===== src/sv/linear_blend_skinning_assert.svh =====
// ----------------------------------------------------------------------------
// linear blend skinning assertion macros
// assertion wrappers that can be compiled out
// ----------------------------------------------------------------------------
`ifndef LINEAR_BLEND_SKINNING_ASSERT_SVH
`define LINEAR_BLEND_SKINNING_ASSERT_SVH
`ifndef NO_ASSERTIONS
`define LBS_ASSERT_IMPL(label, ante, cons, msg) \
  label: assert property (@(posedge clk) disable iff (!rst_n) (ante) |-> (cons)) \
    else $error(msg);
`define LBS_ASSERT_NEXT(label, ante, cons, msg) \
  label: assert property (@(posedge clk) disable iff (!rst_n) (ante) |=> (cons)) \
    else $error(msg);
`else
`define LBS_ASSERT_IMPL(label, ante, cons, msg)
`define LBS_ASSERT_NEXT(label, ante, cons, msg)
`endif
`endif


===== src/sv/lbs_pkg.sv =====
// ----------------------------------------------------------------------------
// lbs_pkg
// shared types and constants of the skinning block
// ----------------------------------------------------------------------------
package lbs_pkg;
  localparam int MaxJoints     = 64;
  localparam int WordsPerJoint = 12;
  localparam int StoreDepth    = MaxJoints * WordsPerJoint;
  localparam int AddrW         = $clog2(StoreDepth);

  localparam logic REQ_LOAD   = 1'b0;
  localparam logic REQ_VERTEX = 1'b1;

  typedef struct packed {
    logic               req_type;
    logic        [5:0]  joint_id;
    logic        [3:0]  word_index;
    logic signed [31:0] word_value;
    logic signed [31:0] pos_x;
    logic signed [31:0] pos_y;
    logic signed [31:0] pos_z;
    logic        [15:0] weight;
    logic               last_joint;
  } in_item_t;

  typedef struct packed {
    logic signed [31:0] out_x;
    logic signed [31:0] out_y;
    logic signed [31:0] out_z;
    logic               overflow;
  } out_item_t;

  // controller to datapath
  typedef struct packed {
    logic       capture;   // latch the request
    logic       rd_en;     // read a matrix word
    logic [3:0] rd_word;   // word within joint
    logic       mul_en;    // multiply the returned word
    logic [1:0] mul_k;     // column of the returned word
    logic [1:0] row;       // row of the returned word
    logic       emit;      // saturate accumulators into the output register
  } lbs_cmd_t;

  // datapath to controller
  typedef struct packed {
    logic       is_vertex;
    logic       active;    // weight non-zero and joint in range
    logic       last;
  } lbs_sts_t;
endpackage


===== src/sv/lbs_ctrl.sv =====
// ----------------------------------------------------------------------------
// lbs_ctrl
// sequencer: issues twelve matrix reads, waits for the pipe, emits results
// ----------------------------------------------------------------------------
module lbs_ctrl (
  input  logic              clk,
  input  logic              rst_n,
  input  logic              in_valid,
  input  logic              in_req_type,
  output logic              in_stall,
  output logic              wr_en,
  input  logic              out_stall,
  output logic              out_valid,
  input  lbs_pkg::lbs_sts_t sts,
  output lbs_pkg::lbs_cmd_t cmd
);
  import lbs_pkg::*;

  localparam logic [2:0] S_IDLE  = 3'd0;
  localparam logic [2:0] S_CHECK = 3'd1;
  localparam logic [2:0] S_READ  = 3'd2;
  localparam logic [2:0] S_DRAIN = 3'd3;
  localparam logic [2:0] S_EMIT  = 3'd4;

  logic [2:0] state_r, state_nxt;
  logic [3:0] cnt_r, cnt_nxt;
  logic       out_valid_r, out_valid_nxt;
  logic       accept;
  logic       rd_q_r;
  logic [3:0] rd_w_r;

  assign in_stall  = state_r != S_IDLE;
  assign accept    = in_valid && !in_stall;
  assign wr_en     = accept && in_req_type == REQ_LOAD;
  assign out_valid = out_valid_r;

  always_comb begin
    state_nxt     = state_r;
    cnt_nxt       = cnt_r;
    out_valid_nxt = out_valid_r && out_stall;
    cmd           = '0;
    cmd.rd_word   = cnt_r;
    cmd.mul_en    = rd_q_r;
    cmd.mul_k     = rd_w_r[1:0];
    cmd.row       = rd_w_r[3:2];
    case (state_r)
      S_IDLE: begin
        cmd.capture = accept;
        if (accept && in_req_type == REQ_VERTEX) state_nxt = S_CHECK;
      end
      S_CHECK: begin
        cnt_nxt = '0;
        if (sts.active) state_nxt = S_READ;
        else if (sts.last) state_nxt = S_EMIT;
        else state_nxt = S_IDLE;
      end
      S_READ: begin
        cmd.rd_en = 1'b1;
        cnt_nxt   = cnt_r + 4'd1;
        if (cnt_r == 4'd11) begin
          cnt_nxt   = '0;
          state_nxt = S_DRAIN;
        end
      end
      S_DRAIN: begin
        // read, multiply, sum, weight, accumulate
        cnt_nxt = cnt_r + 4'd1;
        if (cnt_r == 4'd4) state_nxt = sts.last ? S_EMIT : S_IDLE;
      end
      S_EMIT: begin
        if (!out_valid_r || !out_stall) begin
          cmd.emit      = 1'b1;
          out_valid_nxt = 1'b1;
          state_nxt     = S_IDLE;
        end
      end
      default: state_nxt = S_IDLE;
    endcase
  end

  // read data is valid in the cycle after the read, tags follow it
  always_ff @(posedge clk) begin
    if (!rst_n) rd_q_r <= 1'b0;
    else        rd_q_r <= cmd.rd_en;
    rd_w_r <= cnt_r;
  end

  always_ff @(posedge clk) begin
    if (!rst_n) begin
      state_r     <= S_IDLE;
      cnt_r       <= '0;
      out_valid_r <= 1'b0;
    end else begin
      state_r     <= state_nxt;
      cnt_r       <= cnt_nxt;
      out_valid_r <= out_valid_nxt;
    end
  end
endmodule


===== config.mk =====
export PLATFORM = sky130hd
export DESIGN_NAME = lbs_ctrl
export DESIGN_NICKNAME = d
export VERILOG_FILES = /design/src/sv/linear_blend_skinning_assert.svh /design/src/sv/lbs_pkg.sv /design/src/sv/lbs_ctrl.sv
export SDC_FILE = /design/constraint.sdc
export NUM_CORES = 1
export LEC_CHECK = 0
export BUFFER_PORTS_ARGS = -buffer_cell sky130_fd_sc_hd__buf_2
export CORE_MARGIN = 2
export CORE_UTILIZATION = 40
export DETAILED_ROUTE_END_ITERATION = 8
export PLACE_DENSITY = 0.69
export SLEW_MARGIN = 0
export SYNTH_ARGS = -nofsm -noshare
export SYNTH_HDL_FRONTEND = slang
export SYNTH_SLANG_ARGS = --single-unit

===== constraint.sdc =====
create_clock -name clk -period 1.2 [get_ports clk]
set_input_delay 0.18 -clock clk [delete_from_list [all_inputs] [get_ports clk]]
set_output_delay 0.18 -clock clk [all_outputs]
set_load 0.02 [all_outputs]

==> flow_summary.toml <==
[status]
outcome = "complete, but fails checks"
violations = "negative setup slack"

[timing]
fin_crit_sh_pct = 119
clock_skew_ns = 0.00236
grt_setup_unrepaired = "yes"
fin_crit_ns = 1.43
hold_viol = 0
setup_slack_ns = -0.228
max_freq_ghz = 0.700
slew_viol_final = 0
relSlewSlack_pct = 76.7
setup_viol = 11
tns_ns = -1.35
worstMarginPinSlew_ns = 0.350

[final_layout]
drive_above_1_share_pct = 70.4
antenna_cells = 0
final_cell_mix = "buf_2 (16), buf_4 (15), buf_6 (7), dfxtp_1 (6)"
final_common_cell = "buf_2"
fin_nets = 119
area_delta_synth_final_pct = 70.5
utilization_pct = 74.1
design_area_um2 = 1130

[clocking]
cts_buffers = 3
clock_sinks = 13
cts_max_level = 1
cts_tree = "yes"
clkTransAtPathRegs_ns = 0.08
clk-insertion-delay-late_ns = 0.29
cts_root_buf = "clkbuf_4"
cts_hold_buf = 0
cts_buffer_depth = 2

[logic_synthesis]
ys_seq_elements = 13
synth_top_area_share_pct = 39.3
yosysWarnings = 0
ys_types = 39
syn_avg_cell_area_um2 = 9.88
synth_top_area_cell = "dfxtp_1"
ys_seq_area_share_pct = 39.3
async_reset_ff_share_pct = 0
netlist_area_um2 = 662
netlist_top_cells_area = "dfxtp_1 (39%), ha_1 (3.8%), nand2_1 (3.4%)"
postSynthNetCount = 77
synth-edff-count = 0
synthFlopType = "dfxtp_1"
syn-instance-count = 67

[pwr]
p_sw_share_pct = 36.2
switchingPower_mw = 0.662
seqPwrFrac_pct = 30.2
power.internal_mw = 1.17
pwr-share-clk_pct = 15.3
power_density_nw_per_um2 = 1620
p_leak_nw = 0.496
total_power_mw = 1.83
power_frac_comb_pct = 54.5
vdd_drop_max_v = 0.00104

[setup_path]
crit_path_end_kind = "primary output"
crit_required_ns = 1.02
crit_fanout = 4
crit_path_start_kind = "register"
max_stage_delay_ns = 0.38
crit_arrival_ns = 1.25
path_class = "register to primary output"
crit_chain = "nor3_4 > and2_4 > nor2b_4 > buf_6"
critPathSlowestCell = "dfxtp_4"

[floorplanning]
rows = 14
start_util_pct = 43.4
die_area_um2 = 2000
core-area_um2 = 1520
io_pins = 23
die_y_um = 44.7
die_w_um = 44.7

[detailed_routing]
via_per_inst = 5.39
via_count = 668
drtPass1Iterations = 4
ant_nets = 0
drc = 0
drt-initial-drc-count = 9
wl_per_cell_um = 13.8
wirelength_um = 1710

[flow_run]
cap_violations = 0

[global_route]
grt_pass1_wl_um = 2750
grt.total_usage_pct = 20.0
grt_pass1_vias = 658
grt_max_degree = 9
antenna_found_initial = 0
grt_overflow = 0

[place]
place.gp.congestion = 0.755
placed_area_um2 = 925
dp_hpwl_um = 1090
portBuffers = 21

[worst_hold_path]
hold_path_class = "primary input to register"
## worst paths after layout
kind	cells past startpoint	slack, ns	from	to
max	4	-0.23	state_r[2]	wr_en
min	3	0.17	sts[0]	state_r[2]
max reg2reg	5	-0.14	state_r[0]	state_r[0]
min reg2reg	0	0.39	cnt_r[2]	rd_w_r[2]
## cells by family (layout without fill, tap and decap cells)
family / count (synthesis) / after routing / synth area share [%]
AOI/OAI and AO/OA: 15 / 15 / 20.8
buffers and inverters: 7 / 48 / 6.24
adders and majority gates: 2 / 2 / 3.78
and+or+nand+nor: 28 / 28 / 26.8
DFF: 13 / 13 / 39.3
muxes: 2 / 2 / 3.02
## state kept, by name, indices dropped and copies added, names as in the netlist
name       cells
cnt_r          4
rd_w_r         4
state_r        3
out_valid      1
rd_q_r         1
## cells in the mapped netlist, types with 2 or more instances
library cell	number
ha_1	2
a21oi_1	3
mux2i_1	2
inv_1	4
dfxtp_1	13
nor2b_1	3
nor2_1	3
nand2_1	6
## power by group through the flow
stage	registers (mW)	clock network, mW	logic (mW)
floorplan	0.537	0	0.462
global placement	0.558	0	0.610
detailed placement	0.558	0	0.619
CTS	0.549	0.289	0.945
global route	0.558	0.306	1.06
finish	0.552	0.280	0.997
## metal layers
layer | up-vias | global-route usage (%) | wire length, um
met5 | - | 0 | 0
met4 | 0 | 12.7 | 38
met3 | 5 | 3.67 | 85
met2 | 26 | 35.1 | 865
met1 | 315 | 21.8 | 716
li1 | 322 | - | -
## repair_timing
item	CTS	global route
pin swaps	14	4
endpoints found under the setup margin	12	12
resized for setup	23	5
setup buffers	7	0
## per-stage QoR
step,std cells,hold slack [ns],setup WS [ns]
2_1_floorplan,67,0.316,-0.0204
3_3_place_gp,113,0.371,-0.101
3_5_place_dp,113,0.374,-0.121
4_1_cts,124,0.166,-0.232
5_1_grt,124,0.176,-0.268
6_report,124,0.168,-0.228
## area by class of cell
cell class / instances / area [um^2]
fillers: 111 / 395
flip-flops and latches: 13 / 282
clock buffers: 3 / 22.5
inverters: 4 / 15.0
well taps: 16 / 20.0
clock inverters: 1 / 5.00
multi-input cells: 47 / 473
repair buffers: 40 / 312
## critical path, delay by kind of cell, from the launching register on
family / cells / cell delay (ns)
buffers and inverters: 1 / 0.11
DFF: 1 / 0.38
and+or+nand+nor: 3 / 0.47
Power figures use the tool's default switching activity.
